==> src/hw/rtl/nsf_pkg.sv <==
// nsf_pkg: shared types and constants for the NMEA sentence framer.
// Used by nsf_front, nsf_cmd_fifo, nsf_back and nmea_sentence_framer.
package nsf_pkg;

    localparam int NUM_TYPES_DEF    = 4;
    localparam int HEADER_LEN_DEF   = 6;
    localparam int MAX_SENTENCE_DEF = 128;

    localparam int NUM_PATTERNS = 4;   // pattern registers that exist
    localparam int HDR_MAX_W    = 48;  // widest header, first byte at the top
    localparam int CFG_IDX_W    = 3;
    localparam int CFG_DATA_W   = 48;
    localparam int STEP_W       = 3;   // up to six results per command
    localparam int FIFO_DEPTH   = 4;
    localparam int FIFO_PTR_W   = $clog2(FIFO_DEPTH);
    localparam int FIFO_CNT_W   = $clog2(FIFO_DEPTH + 1);

    localparam logic [7:0] CH_UPPER_A = 8'h41;
    localparam logic [7:0] CH_UPPER_Z = 8'h5a;
    localparam logic [7:0] CH_ZERO    = 8'h30;
    localparam logic [7:0] CH_NINE    = 8'h39;
    localparam logic [7:0] CH_DOLLAR  = 8'h24;
    localparam logic [7:0] CH_MINUS   = 8'h2d;
    localparam logic [7:0] CH_COMMA   = 8'h2c;
    localparam logic [7:0] CH_DOT     = 8'h2e;
    localparam logic [7:0] CH_STAR    = 8'h2a;
    localparam logic [7:0] CH_CR      = 8'h0d;
    localparam logic [7:0] CH_LF      = 8'h0a;

    typedef enum logic [CFG_IDX_W-1:0] {
        REG_PATTERN_A = 3'd0,
        REG_PATTERN_B = 3'd1,
        REG_PATTERN_C = 3'd2,
        REG_PATTERN_D = 3'd3,
        REG_TYPE_IDS  = 3'd4,
        REG_TYPE_CNT  = 3'd5
    } reg_idx_t;

    typedef enum logic [1:0] {
        PH_HUNT    = 2'd0,
        PH_HEADER  = 2'd1,
        PH_PAYLOAD = 2'd2
    } phase_t;

    typedef enum logic [1:0] {
        ST_REJECT = 2'd0,
        ST_BYTE   = 2'd1,
        ST_TERM   = 2'd2,
        ST_TRUNC  = 2'd3
    } status_t;

    typedef enum logic [2:0] {
        CMD_REJECT = 3'd0,
        CMD_HEADER = 3'd1,
        CMD_BYTE   = 3'd2,
        CMD_TRUNC  = 3'd3,
        CMD_TERM   = 3'd4
    } cmd_kind_t;

    typedef struct packed {
        cmd_kind_t              kind;
        logic [7:0]             id;
        logic [7:0]             data;
        logic [7:0]             len;
        logic [HDR_MAX_W-1:0]   hdr;
    } cmd_t;

    typedef struct packed {
        logic [NUM_PATTERNS-1:0][HDR_MAX_W-1:0] pattern;
        logic [31:0]                            ids;
        logic [2:0]                             count;
    } cfg_t;

endpackage

==> src/hw/rtl/nsf_front.sv <==
// nsf_front: takes received bytes, tracks hunt/header/payload phase and turns
// each completed header and payload byte into a back-end command. Depends on nsf_pkg.
module nsf_front
    import nsf_pkg::*;
#(
    parameter int NUM_TYPES    = NUM_TYPES_DEF,
    parameter int HEADER_LEN   = HEADER_LEN_DEF,
    parameter int MAX_SENTENCE = MAX_SENTENCE_DEF
)
(
    input  logic       clk,
    input  logic       rst_n,
    input  logic       accept,
    input  logic [7:0] in_byte,
    input  cfg_t       cfg,
    output logic       push,
    output cmd_t       cmd
);

    localparam int FILL_W = $clog2(HEADER_LEN + 1);
    localparam int LIM    = (NUM_TYPES < NUM_PATTERNS) ? NUM_TYPES : NUM_PATTERNS;

    phase_t             phase_reg, phase_next;
    logic [FILL_W-1:0]  fill_reg, fill_next;
    logic [7:0]         id_reg, id_next;
    logic [7:0]         count_reg, count_next;
    logic [7:0]         hdr_reg  [HEADER_LEN];
    logic [7:0]         hdr_cand [HEADER_LEN];
    logic               hdr_wr;

    logic               is_dollar;
    logic               is_nmea;
    logic [FILL_W-1:0]  wr_pos;
    logic [NUM_PATTERNS-1:0] eq;
    logic [3:0]         n_eff;
    logic               hit;
    logic [7:0]         hit_id;
    logic [7:0]         cnt1;
    logic [8:0]         cnt1_plus2;

    assign is_dollar = (in_byte == CH_DOLLAR);
    assign is_nmea   = (in_byte >= CH_UPPER_A && in_byte <= CH_UPPER_Z)
                    || (in_byte >= CH_ZERO && in_byte <= CH_NINE)
                    || is_dollar || in_byte == CH_MINUS || in_byte == CH_COMMA
                    || in_byte == CH_DOT || in_byte == CH_STAR;

    // header as it would look after this byte is stored
    assign wr_pos = is_dollar ? '0 : fill_reg;
    always_comb
    begin
        for (int i = 0; i < HEADER_LEN; i++)
        begin
            hdr_cand[i] = (wr_pos == FILL_W'(i)) ? in_byte : hdr_reg[i];
        end
    end

    assign n_eff = ({1'b0, cfg.count} > 4'(LIM)) ? 4'(LIM) : {1'b0, cfg.count};

    always_comb
    begin
        hit    = 1'b0;
        hit_id = '0;
        for (int k = 0; k < NUM_PATTERNS; k++)
        begin
            eq[k] = 1'b1;
            for (int i = 0; i < HEADER_LEN; i++)
            begin
                if (hdr_cand[i] != cfg.pattern[k][HDR_MAX_W-1-8*i -: 8])
                    eq[k] = 1'b0;
            end
        end
        // lowest enabled pattern wins
        for (int k = NUM_PATTERNS - 1; k >= 0; k--)
        begin
            if (eq[k] && (4'(k) < n_eff))
            begin
                hit    = 1'b1;
                hit_id = cfg.ids[8*k +: 8];
            end
        end
    end

    assign cnt1       = count_reg + 8'd1;
    assign cnt1_plus2 = {1'b0, cnt1} + 9'd2;

    always_comb
    begin
        logic hdr_done;
        hdr_done   = 1'b0;
        hdr_wr     = 1'b0;
        phase_next = phase_reg;
        fill_next  = fill_reg;
        id_next    = id_reg;
        count_next = count_reg;
        push       = 1'b0;
        cmd        = '0;
        cmd.kind   = CMD_REJECT;

        for (int i = 0; i < HEADER_LEN; i++)
        begin
            cmd.hdr[HDR_MAX_W-1-8*i -: 8] = hdr_cand[i];
        end

        if (accept)
        begin
            unique case (phase_reg)
                PH_HUNT:
                begin
                    if (is_dollar)
                    begin
                        hdr_wr     = 1'b1;
                        fill_next  = FILL_W'(1);
                        phase_next = PH_HEADER;
                        hdr_done   = (HEADER_LEN == 1);
                    end
                end
                PH_HEADER:
                begin
                    hdr_wr = 1'b1;
                    if (is_dollar)
                    begin
                        fill_next = FILL_W'(1);
                        hdr_done  = (HEADER_LEN == 1);
                    end
                    else
                    begin
                        fill_next = fill_reg + FILL_W'(1);
                        hdr_done  = (fill_reg == FILL_W'(HEADER_LEN - 1));
                    end
                end
                PH_PAYLOAD:
                begin
                    push     = 1'b1;
                    cmd.id   = id_reg;
                    cmd.data = in_byte;
                    if (is_nmea)
                    begin
                        count_next = cnt1;
                        if (cnt1_plus2 >= 9'(MAX_SENTENCE))
                        begin
                            cmd.kind   = CMD_TRUNC;
                            cmd.len    = cnt1_plus2[7:0];
                            phase_next = PH_HUNT;
                            fill_next  = '0;
                        end
                        else
                        begin
                            cmd.kind = CMD_BYTE;
                        end
                    end
                    else
                    begin
                        cmd.kind   = CMD_TERM;
                        cmd.len    = count_reg + 8'd2;
                        phase_next = PH_HUNT;
                        fill_next  = '0;
                    end
                end
                default:
                begin
                    phase_next = PH_HUNT;
                end
            endcase

            if (hdr_done)
            begin
                push = 1'b1;
                if (hit)
                begin
                    cmd.kind   = CMD_HEADER;
                    cmd.id     = hit_id;
                    id_next    = hit_id;
                    count_next = 8'(HEADER_LEN);
                    phase_next = PH_PAYLOAD;
                end
                else
                begin
                    cmd.kind   = CMD_REJECT;
                    phase_next = PH_HUNT;
                    fill_next  = '0;
                end
            end
        end
    end

    always_ff @(posedge clk or negedge rst_n)
    begin
        if (!rst_n)
        begin
            phase_reg <= PH_HUNT;
            fill_reg  <= '0;
            id_reg    <= '0;
            count_reg <= '0;
        end
        else
        begin
            phase_reg <= phase_next;
            fill_reg  <= fill_next;
            id_reg    <= id_next;
            count_reg <= count_next;
        end
    end

    always_ff @(posedge clk)
    begin
        if (hdr_wr)
        begin
            for (int i = 0; i < HEADER_LEN; i++)
            begin
                hdr_reg[i] <= hdr_cand[i];
            end
        end
    end

    // header fill only ever counts up to the header length
    a_fill_bound: assert property (@(posedge clk) disable iff (!rst_n)
        fill_reg <= FILL_W'(HEADER_LEN))
        else $error("header fill past header length");

    // a payload phase is only entered together with a header command
    a_payload_entry: assert property (@(posedge clk) disable iff (!rst_n)
        (phase_reg != PH_PAYLOAD && phase_next == PH_PAYLOAD)
            |-> (push && cmd.kind == CMD_HEADER))
        else $error("payload phase without header command");

    // the sentence count never reaches the bound while in payload
    a_count_bound: assert property (@(posedge clk) disable iff (!rst_n)
        (phase_reg == PH_PAYLOAD) |-> ({1'b0, count_reg} + 9'd2 < 9'(MAX_SENTENCE)))
        else $error("sentence count past bound");

endmodule

==> src/hw/rtl/nsf_cmd_fifo.sv <==
// nsf_cmd_fifo: short command queue between front and back end.
// Depends on nsf_pkg for cmd_t and the queue depth.
module nsf_cmd_fifo
    import nsf_pkg::*;
(
    input  logic clk,
    input  logic rst_n,
    input  logic push,
    input  cmd_t push_cmd,
    input  logic pop,
    output cmd_t head,
    output logic empty,
    output logic full
);

    cmd_t                  mem [FIFO_DEPTH];
    logic [FIFO_PTR_W-1:0] wr_ptr_reg, rd_ptr_reg;
    logic [FIFO_CNT_W-1:0] count_reg, count_next;

    assign empty = (count_reg == '0);
    assign full  = (count_reg == FIFO_CNT_W'(FIFO_DEPTH));
    assign head  = mem[rd_ptr_reg];

    always_comb
    begin
        count_next = count_reg;
        if (push && !pop)
            count_next = count_reg + FIFO_CNT_W'(1);
        else if (pop && !push)
            count_next = count_reg - FIFO_CNT_W'(1);
    end

    always_ff @(posedge clk or negedge rst_n)
    begin
        if (!rst_n)
        begin
            wr_ptr_reg <= '0;
            rd_ptr_reg <= '0;
            count_reg  <= '0;
        end
        else
        begin
            if (push)
                wr_ptr_reg <= wr_ptr_reg + FIFO_PTR_W'(1);
            if (pop)
                rd_ptr_reg <= rd_ptr_reg + FIFO_PTR_W'(1);
            count_reg <= count_next;
        end
    end

    always_ff @(posedge clk)
    begin
        if (push)
            mem[wr_ptr_reg] <= push_cmd;
    end

    a_no_overflow: assert property (@(posedge clk) disable iff (!rst_n)
        !(push && full))
        else $error("command queue overflow");

    a_no_underflow: assert property (@(posedge clk) disable iff (!rst_n)
        !(pop && empty))
        else $error("command queue underflow");

    a_ptr_gap: assert property (@(posedge clk) disable iff (!rst_n)
        (count_reg != FIFO_CNT_W'(FIFO_DEPTH))
            |-> (FIFO_PTR_W'(wr_ptr_reg - rd_ptr_reg) == count_reg[FIFO_PTR_W-1:0]))
        else $error("queue pointers and count disagree");

endmodule

==> src/hw/rtl/nsf_back.sv <==
// nsf_back: expands queued commands into result beats and holds the
// output register. Depends on nsf_pkg.
module nsf_back
    import nsf_pkg::*;
#(
    parameter int HEADER_LEN = HEADER_LEN_DEF
)
(
    input  logic       clk,
    input  logic       rst_n,
    input  cmd_t       head,
    input  logic       empty,
    output logic       pop,
    output logic       out_valid,
    input  logic       out_stall,
    output logic [1:0] status,
    output logic [7:0] type_id,
    output logic [7:0] out_byte,
    output logic [7:0] sentence_length,
    output logic       last
);

    logic [STEP_W-1:0] step_reg, step_next;
    logic              out_valid_reg;
    logic [1:0]        status_reg;
    logic [7:0]        id_reg, byte_reg, len_reg;
    logic              last_reg;

    logic              load;
    logic              final_step;
    status_t           r_status;
    logic [7:0]        r_id, r_byte, r_len;
    logic              r_last;
    logic [7:0]        hdr_byte;

    assign load = !empty && (!out_valid_reg || !out_stall);

    always_comb
    begin
        hdr_byte = '0;
        for (int i = 0; i < HEADER_LEN; i++)
        begin
            if (step_reg == STEP_W'(i))
                hdr_byte = head.hdr[HDR_MAX_W-1-8*i -: 8];
        end
    end

    always_comb
    begin
        r_status   = ST_BYTE;
        r_id       = head.id;
        r_byte     = head.data;
        r_len      = '0;
        r_last     = 1'b0;
        final_step = 1'b1;
        unique case (head.kind)
            CMD_REJECT:
            begin
                r_status = ST_REJECT;
                r_id     = '0;
                r_byte   = '0;
                r_last   = 1'b1;
            end
            CMD_HEADER:
            begin
                r_byte     = hdr_byte;
                final_step = (step_reg == STEP_W'(HEADER_LEN - 1));
            end
            CMD_BYTE:
            begin
                r_status = ST_BYTE;
            end
            CMD_TRUNC:
            begin
                final_step = (step_reg == STEP_W'(2));
                if (step_reg != '0)
                begin
                    r_status = ST_TRUNC;
                    r_byte   = (step_reg == STEP_W'(1)) ? CH_CR : CH_LF;
                end
                if (final_step)
                begin
                    r_len  = head.len;
                    r_last = 1'b1;
                end
            end
            CMD_TERM:
            begin
                final_step = (step_reg == STEP_W'(1));
                r_status   = ST_TERM;
                r_byte     = final_step ? CH_LF : CH_CR;
                if (final_step)
                begin
                    r_len  = head.len;
                    r_last = 1'b1;
                end
            end
            default:
            begin
                r_status = ST_REJECT;
                r_last   = 1'b1;
            end
        endcase
    end

    assign pop = load && final_step;

    always_comb
    begin
        step_next = step_reg;
        if (load)
            step_next = final_step ? '0 : step_reg + STEP_W'(1);
    end

    always_ff @(posedge clk or negedge rst_n)
    begin
        if (!rst_n)
        begin
            step_reg      <= '0;
            out_valid_reg <= 1'b0;
        end
        else
        begin
            step_reg <= step_next;
            if (load)
                out_valid_reg <= 1'b1;
            else if (!out_stall)
                out_valid_reg <= 1'b0;
        end
    end

    always_ff @(posedge clk)
    begin
        if (load)
        begin
            status_reg <= r_status;
            id_reg     <= r_id;
            byte_reg   <= r_byte;
            len_reg    <= r_len;
            last_reg   <= r_last;
        end
    end

    assign out_valid       = out_valid_reg;
    assign status          = status_reg;
    assign type_id         = id_reg;
    assign out_byte        = byte_reg;
    assign sentence_length = len_reg;
    assign last            = last_reg;

    // the step counter stays inside the longest expansion
    a_step_bound: assert property (@(posedge clk) disable iff (!rst_n)
        (step_reg < STEP_W'(HEADER_LEN)) || (step_reg < STEP_W'(3)))
        else $error("expansion step out of range");

    // a command mid-expansion is never left with the queue empty
    a_step_head: assert property (@(posedge clk) disable iff (!rst_n)
        (step_reg != '0) |-> !empty)
        else $error("expansion step without command");

    // a length only ever travels on the closing beat
    a_len_last: assert property (@(posedge clk) disable iff (!rst_n)
        (load && r_len != '0) |-> r_last)
        else $error("length on a non-final beat");

endmodule

==> src/hw/rtl/nmea_sentence_framer.sv <==
// nmea_sentence_framer: top level; configuration registers, front end,
// command queue and back end. Depends on nsf_pkg, nsf_front, nsf_cmd_fifo, nsf_back.
//
//  channel  | handshake              | payload
//  ---------+------------------------+----------------------------------------------
//  input    | in_valid / in_stall    | in_byte
//  result   | out_valid / out_stall  | status, type_id, out_byte, sentence_length, last
//  config   | cfg_valid / cfg_ready  | cfg_index, cfg_data
//
// One input beat per cycle while the four-entry command queue has room.
// A header match expands to HEADER_LEN result beats, a terminator to two,
// a truncation to three; the back end emits one result beat per cycle while not stalled.
// Results pass through the command queue and the back-end output register.
// Reset clears all configuration to zero and starts hunting for '$'.
// Input stall is the queue-full flag; output stall only backs up the queue.
module nmea_sentence_framer
    import nsf_pkg::*;
#(
    parameter int NUM_TYPES    = NUM_TYPES_DEF,
    parameter int HEADER_LEN   = HEADER_LEN_DEF,
    parameter int MAX_SENTENCE = MAX_SENTENCE_DEF
)
(
    input  logic                  clk,
    input  logic                  rst_n,
    input  logic                  in_valid,
    output logic                  in_stall,
    input  logic [7:0]            in_byte,
    output logic                  out_valid,
    input  logic                  out_stall,
    output logic [1:0]            status,
    output logic [7:0]            type_id,
    output logic [7:0]            out_byte,
    output logic [7:0]            sentence_length,
    output logic                  last,
    input  logic                  cfg_valid,
    output logic                  cfg_ready,
    input  logic [CFG_IDX_W-1:0]  cfg_index,
    input  logic [CFG_DATA_W-1:0] cfg_data
);

    cfg_t cfg_reg;
    logic accept;
    logic push, pop, empty, full;
    cmd_t push_cmd, head;

    assign cfg_ready = 1'b1;

    always_ff @(posedge clk or negedge rst_n)
    begin
        if (!rst_n)
        begin
            cfg_reg <= '0;
        end
        else if (cfg_valid && cfg_ready)
        begin
            unique case (cfg_index)
                REG_PATTERN_A: cfg_reg.pattern[0] <= cfg_data;
                REG_PATTERN_B: cfg_reg.pattern[1] <= cfg_data;
                REG_PATTERN_C: cfg_reg.pattern[2] <= cfg_data;
                REG_PATTERN_D: cfg_reg.pattern[3] <= cfg_data;
                REG_TYPE_IDS:  cfg_reg.ids        <= cfg_data[31:0];
                REG_TYPE_CNT:  cfg_reg.count      <= cfg_data[2:0];
                default:       cfg_reg            <= cfg_reg;
            endcase
        end
    end

    assign in_stall = full;
    assign accept   = in_valid && !in_stall;

    nsf_front #(
        .NUM_TYPES    (NUM_TYPES),
        .HEADER_LEN   (HEADER_LEN),
        .MAX_SENTENCE (MAX_SENTENCE)
    ) u_front (
        .clk     (clk),
        .rst_n   (rst_n),
        .accept  (accept),
        .in_byte (in_byte),
        .cfg     (cfg_reg),
        .push    (push),
        .cmd     (push_cmd)
    );

    nsf_cmd_fifo u_fifo (
        .clk      (clk),
        .rst_n    (rst_n),
        .push     (push),
        .push_cmd (push_cmd),
        .pop      (pop),
        .head     (head),
        .empty    (empty),
        .full     (full)
    );

    nsf_back #(
        .HEADER_LEN (HEADER_LEN)
    ) u_back (
        .clk             (clk),
        .rst_n           (rst_n),
        .head            (head),
        .empty           (empty),
        .pop             (pop),
        .out_valid       (out_valid),
        .out_stall       (out_stall),
        .status          (status),
        .type_id         (type_id),
        .out_byte        (out_byte),
        .sentence_length (sentence_length),
        .last            (last)
    );

endmodule

==> config.mk <==
export PLATFORM = sky130hd
export DESIGN_NAME = nmea_sentence_framer
export DESIGN_NICKNAME = d
export VERILOG_FILES = /design/src/hw/rtl/nsf_pkg.sv /design/src/hw/rtl/nsf_front.sv /design/src/hw/rtl/nsf_cmd_fifo.sv /design/src/hw/rtl/nsf_back.sv /design/src/hw/rtl/nmea_sentence_framer.sv
export SDC_FILE = /design/constraint.sdc
export NUM_CORES = 1
export LEC_CHECK = 0
export BUFFER_PORTS_ARGS = -buffer_cell sky130_fd_sc_hd__buf_2
export CAP_MARGIN = 20
export CORE_UTILIZATION = 45
export CTS_BUF_LIST = sky130_fd_sc_hd__clkbuf_2 sky130_fd_sc_hd__clkbuf_4 sky130_fd_sc_hd__clkbuf_8
export CTS_CLUSTER_SIZE = 40
export DETAILED_ROUTE_END_ITERATION = 10
export HOLD_SLACK_MARGIN = 0.03
export PLACE_DENSITY = 0.67
export SYNTH_ARGS = -nofsm -noshare
export SYNTH_HDL_FRONTEND = slang
export SYNTH_SLANG_ARGS = --single-unit
==> constraint.sdc <==
create_clock -name clk -period 4.65 [get_ports clk]
set_clock_uncertainty 0.1 [all_clocks]
set_input_delay 1.395 -clock clk [delete_from_list [all_inputs] [get_ports clk]]
set_output_delay 1.395 -clock clk [all_outputs]
set_load 0.01 [all_outputs]
Word-level counts from Yosys, hierarchy flattened. Memories as Yosys holds them, arrays and structs flattened. Cells that the tools add are included.

Add/sub/neg operators: 9. Magnitude comparators: 10. Equal/unequal tests: 56. Mux-type cells: 103. Reduce and logical (&&, ||, !) cells: 41.

Operators with widths (count): $mux 8 (26); $ne 8x8->1 (24); $mux 27 (2); $mux 1 (46); $mux 3 (14); $eq 8x6->1 const B (5); $pmux 8 s4 (1); $eq 3x3->1 const B (9); $eq 3x2->1 const B (8); $pmux 8 s2 (1); $logic_not 3->1 (5); $eq 3x1->1 const B (4); $mux 2 (6); $pmux 2 s3 (2); $reduce_and 2->1 (6); $logic_and 1x1->1 (11); $mux 11 (1); $add 3x1->3 const B (3); $add 8x2->9 const B (1); $ge 9x8->1 const B (1); $pmux 3 s3 (1); $add 8x1->8 const B (1); $add 8x2->8 const B (1); $ge 8x6->1 const B (1); 23 further kinds (39).

Register bits: 286. Bits in writable memories: 348. Input port bits: 64. Output and inout port bits: 30. Logic and storage cells: 241. Memories kept: 2.

Memory list: u_fifo.mem (words 4, bits a word 75, read ports 1, clocked after Yosys merged registers in 0, write ports 1, RTL line nsf_cmd_fifo.sv:16) `cmd_t mem [FIFO_DEPTH];`; u_front.hdr_reg (words 6, bits a word 8, read ports 6, clocked after Yosys merged registers in 0, write ports 6, RTL line nsf_front.sv:27) `logic [7:0] hdr_reg [HEADER_LEN];`.

Longest topological paths before layout.
Depth after elaboration: 19. Gate-level depth with buffers: 17. Mapped depth without buffers: 13.

By module. Synthesis repeated with hierarchy kept, for this count alone.

Cell total of the unflattened synthesis: 2151. Area total of the unflattened synthesis: 30183.9 µm².

Modules (own cells, without submodules): nsf_cmd_fifo (instances 1, cells an instance 426, area each 11245.8 µm²); nmea_sentence_framer (instances 1, cells an instance 487, area each 8579.5 µm²); nsf_front (instances 1, cells an instance 1016, area each 8290.5 µm²); nsf_back (instances 1, cells an instance 222, area each 2068.2 µm²).

Worst setup path after synthesis. OpenSTA, ideal clock, no wires.

Kind: input -> register. Start point: in in_byte[7]. End point: mem u_front.hdr_reg[0][0] (enable). Arrival: 6049 ps. Required time: 4037 ps. Setup slack: -2012 ps. Stages: 7. Path through: buf_6 > or4b_1 > buf_6 > nor3_4 > clkbuf_1 > nor2_1 > nor3_1.

RTL lines: start: declaration (RTL line nmea_sentence_framer.sv:28) `input logic [7:0] in_byte,`; end: declaration (RTL line nsf_front.sv:27).

==> run_results.csv <==
group,metric,value,unit
finish,multi_input_area,11700,um^2
global_routing,antenna_found_initial,5,
floorplanning,die_y,260,um
global_routing,grt_usage,31.8,%
global_routing,grt_pass1_wl,153000,um
worst_setup_path,crit_fanout,12,
synth,synthCells,2228,
placed_design,portBuffers,92,
sta,rsz0062_at_grt,"no",
synth,synth_edf_count,375,
finish,largest_reg_flops,300,
clock_tree,clock-root-buffer,"clkbuf_8",
clock_tree,path_clk_slew,60,ps
clock_tree,htree_num_levels,3,
sta,slew_headroom,35.9,%
clock_tree,cts.path.max_buffers,3,
sta,drv_slew,0,
finish,seq_area,17800,um^2
sta,min_period,4630,ps
clock_tree,cts.sinks,634,
worst_setup_path,crit_type,"input pin to flip-flop",
synth,ys.flop_type,"edfxtp_1",
sta,fmax,216,MHz
finish,fin_util,55.4,%
drt,drt_pass1_iterations,5,
synth,synth_top_area_share,37.6,%
sta,final.period_utilization,99.5,%
worst_setup_path,critPathSlowestCell,"or4b_4",
drt,routedWlPerCell,29.7,um
synth,ys_ff_latch,634,
synth,synth_nets,2309,
synth,syn_area,30000,um^2
finish,area.growth.synth_to_final,21.7,%
worst_hold_path,min-delay-path-class,"flip-flop to flip-flop",
synth,async_reset_ff_share,40.9,%
floorplanning,die_x,260,um
synth,yosysWarnings,0,
power,netSwitchingPower,6.25,mW
placed_design,dp_hpwl,80400,um
worst_setup_path,cp.buffers_inverters,4,
power,p_sw_share,34.3,%
finish,final_common_cell,"edfxtp_1",
finish,final_cell_mix,"edfxtp_1 (375), buf_4 (299), dfrtp_1 (255), mux2_2 (220), clkbuf_8 (114)",
power,powerDensity,500,nW/um^2
worst_setup_path,crit_chain,"buf_2, or4b_4, buf_4, o31ai_4, buf_4, a21oi_1, a222oi_1, nand4_1, nand4b_1, a211oi_4, buf_12, a221oi_2, o311a_1, a21oi_4",
clock_tree,cts_tree,"yes",
worst_setup_path,cp-start-kind,"input pin",
worst_setup_path,cp_top_family,"compound AO/OA/AOI/OAI gates",
finish,fin_nets,2710,
power,pwr-share-seq,40.6,%
sta,worst_hold_slack,403,ps
clock_tree,cts_buffers,103,
floorplanning,start_util,45.5,%
floorplanning,die-area,67600,um^2
floorplanning,row_count,94,
placed_design,place_congestion,1.12,
global_routing,grt-ovfl-total,0,
worst_setup_path,critPathMaxStageDelay,630,ps
synth,avgSynthCellArea,13.4,um^2
finish,fill_cells,5409,
synth,ys_seq_area_share,59.2,%
run,cap_violations,0,
finish,drive_gt1_share,36.4,%
floorplanning,core,65900,um^2
sta,final-hold-violation-count,0,
global_routing,grt_start_max_net_pins,96,
clock_tree,worstSkewPairLatency,730,ps
synth,synth_top_area_cell,"edfxtp_1",
run_status,outcome,"complete, no violations",
drt,drt-initial-drc-count,2317,
power,clkPwrFrac,28.0,%
power,vdd_drop_max,0.357,mV
sta,finalSetupViolCount,0,
global_routing,grt_pass1_vias,21794,
drt,drcViolationCount,0,
worst_setup_path,cp.arrival,5090,ps
worst_setup_path,crit_required,5110,ps
drt,routed-via-count,21911,
worst_setup_path,path_common_cell,"buf_4",
synth,ys_types,95,
drt,wirelength,107000,um
synth,synth_area_leaders,"edfxtp_1 (38%), dfrtp_1 (22%), mux2_2 (8.3%)",
power,p_int,12.0,mW
sta,worstMarginPinSlew,958,ps
power,p_leak,13.9,nW
power,pwr-share-comb,31.4,%
floorplanning,pin_count,94,
drt,antenna_left,0,
drt,viasPerCell,6.11,
worst_setup_path,endpoint_kind,"flip-flop",
## cells by family after synthesis
logic type | Yosys count | synth area share [%]
flip-flops | 634 | 59.2
AND/OR/NAND/NOR | 466 | 8.65
AO/OA/AOI/OAI | 453 | 10.4
multiplexers | 306 | 14.3
buffers and inverters | 229 | 3.14
XOR/XNOR | 122 | 3.57
adder cells (fa/ha/maj) | 17 | 0.735
other | 1 | 0.0125
## power by group through the flow
stage               Sequential [mW]  Combinational (mW)  Clock [mW]
floorplan                      7.15                3.08           0
global placement               7.46                5.50           0
detailed placement             7.48                5.55           0
CTS                            7.38                5.60        5.20
global route                   7.45                5.97        5.44
finish                         7.40                5.72        5.10
## timing repair
| item | CTS | global route |
|---|---|---|
| gates resized for setup | 16 | 30 |
| hold buffers | 0 | 0 |
| pin swaps | 3 | 5 |
| gates cloned | 1 | 0 |
| endpoints found under the hold margin | 0 | 0 |
| buffers inserted | 1 | 0 |
| setup endpoints to repair | 56 | 53 |
## synthesized netlist by cell type (9+ instances only)
master     number
nand4_1        22
xor2_1         60
o21ai_0        68
mux2i_1        11
o221ai_1        9
buf_1          17
inv_1          99
o22ai_1        37
o311a_1        12
nand3_1        30
edfxtp_1      375
clkbuf_1       79
nor4_1         21
or3_1          12
nor2b_1        33
xnor2_1        62
dfrtp_1       259
ha_1           16
nor2_1         98
nand2b_1       21
mux2_2        220
buf_2          22
nor3_1         31
a31oi_1        12
a22oi_1        20
nor4bb_1       15
a2111oi_0       9
a211oi_1       60
a221oi_1       11
mux4_2         75
or4_1          10
o31ai_1        15
nand3b_1        9
a2bb2oi_1      12
nand2_1        98
a21oi_1       107
and2_1         11
## layout make-up
cell class | instances | share of cell area, %
well taps | 864 | 2.96
diodes | 8 | 0.0549
repair buffers | 424 | 9.18
flip-flops and latches | 634 | 48.7
clock inverters | 46 | 1.10
clock buffers | 144 | 4.92
inverters | 100 | 1.03
multi-input cells | 1366 | 32.1
## per-stage QoR
| step | TNS (ps) | setup slack (ps) | instance area [um^2] | std cells | power, mW |
|---|---|---|---|---|---|
| 6_report | 0 | 24.2 | 36500 | 3586 | 18.2 |
| 4_1_cts | 0 | 2.80 | 36300 | 3578 | 18.2 |
| 2_1_floorplan | -5620 | -146 | 30200 | 2228 | 10.2 |
| 3_5_place_dp | -64950 | -1240 | 34000 | 3386 | 13.0 |
| 3_3_place_gp | -62280 | -1170 | 34000 | 3386 | 13.0 |
| 5_1_grt | 0 | 4.96 | 36500 | 3581 | 18.9 |
## routing by layer
layer	part of all wire (%)	GRT usage [%]	vias up
li1	-	-	9377
met2	44	47.4	1142
met1	42	44.7	11165
met3	8.6	5.32	227
met4	5.5	16.8	0
met5	0	0	-
## final timing paths
| kind | from | endpoint | slack [ps] | depth (start not counted) |
|---|---|---|---|---|
| hold reg to reg | u_fifo.count_reg[2]$_DFFE_PN0P_ | u_fifo.count_reg[2]$_DFFE_PN0P_ | 400 | 1 |
| min in group asynchronous | rst_n | cfg_reg[114]$_DFFE_PN0P_ | 580 | 1 |
| setup / recovery | in_byte[7] | u_fifo.mem[0][71]$_DFFE_PP_ | 20 | 14 |
| max in group asynchronous | rst_n | u_front.count_reg[2]$_DFFE_PN0P_ | 2970 | 2 |
| setup reg to reg | u_front.fill_reg[0]$_DFFE_PN0P_ | u_fifo.mem[0][71]$_DFFE_PP_ | 60 | 13 |
| hold / removal | u_fifo.count_reg[2]$_DFFE_PN0P_ | u_fifo.count_reg[2]$_DFFE_PN0P_ | 400 | 1 |
Note: power is estimated with default switching activity, not from simulation.
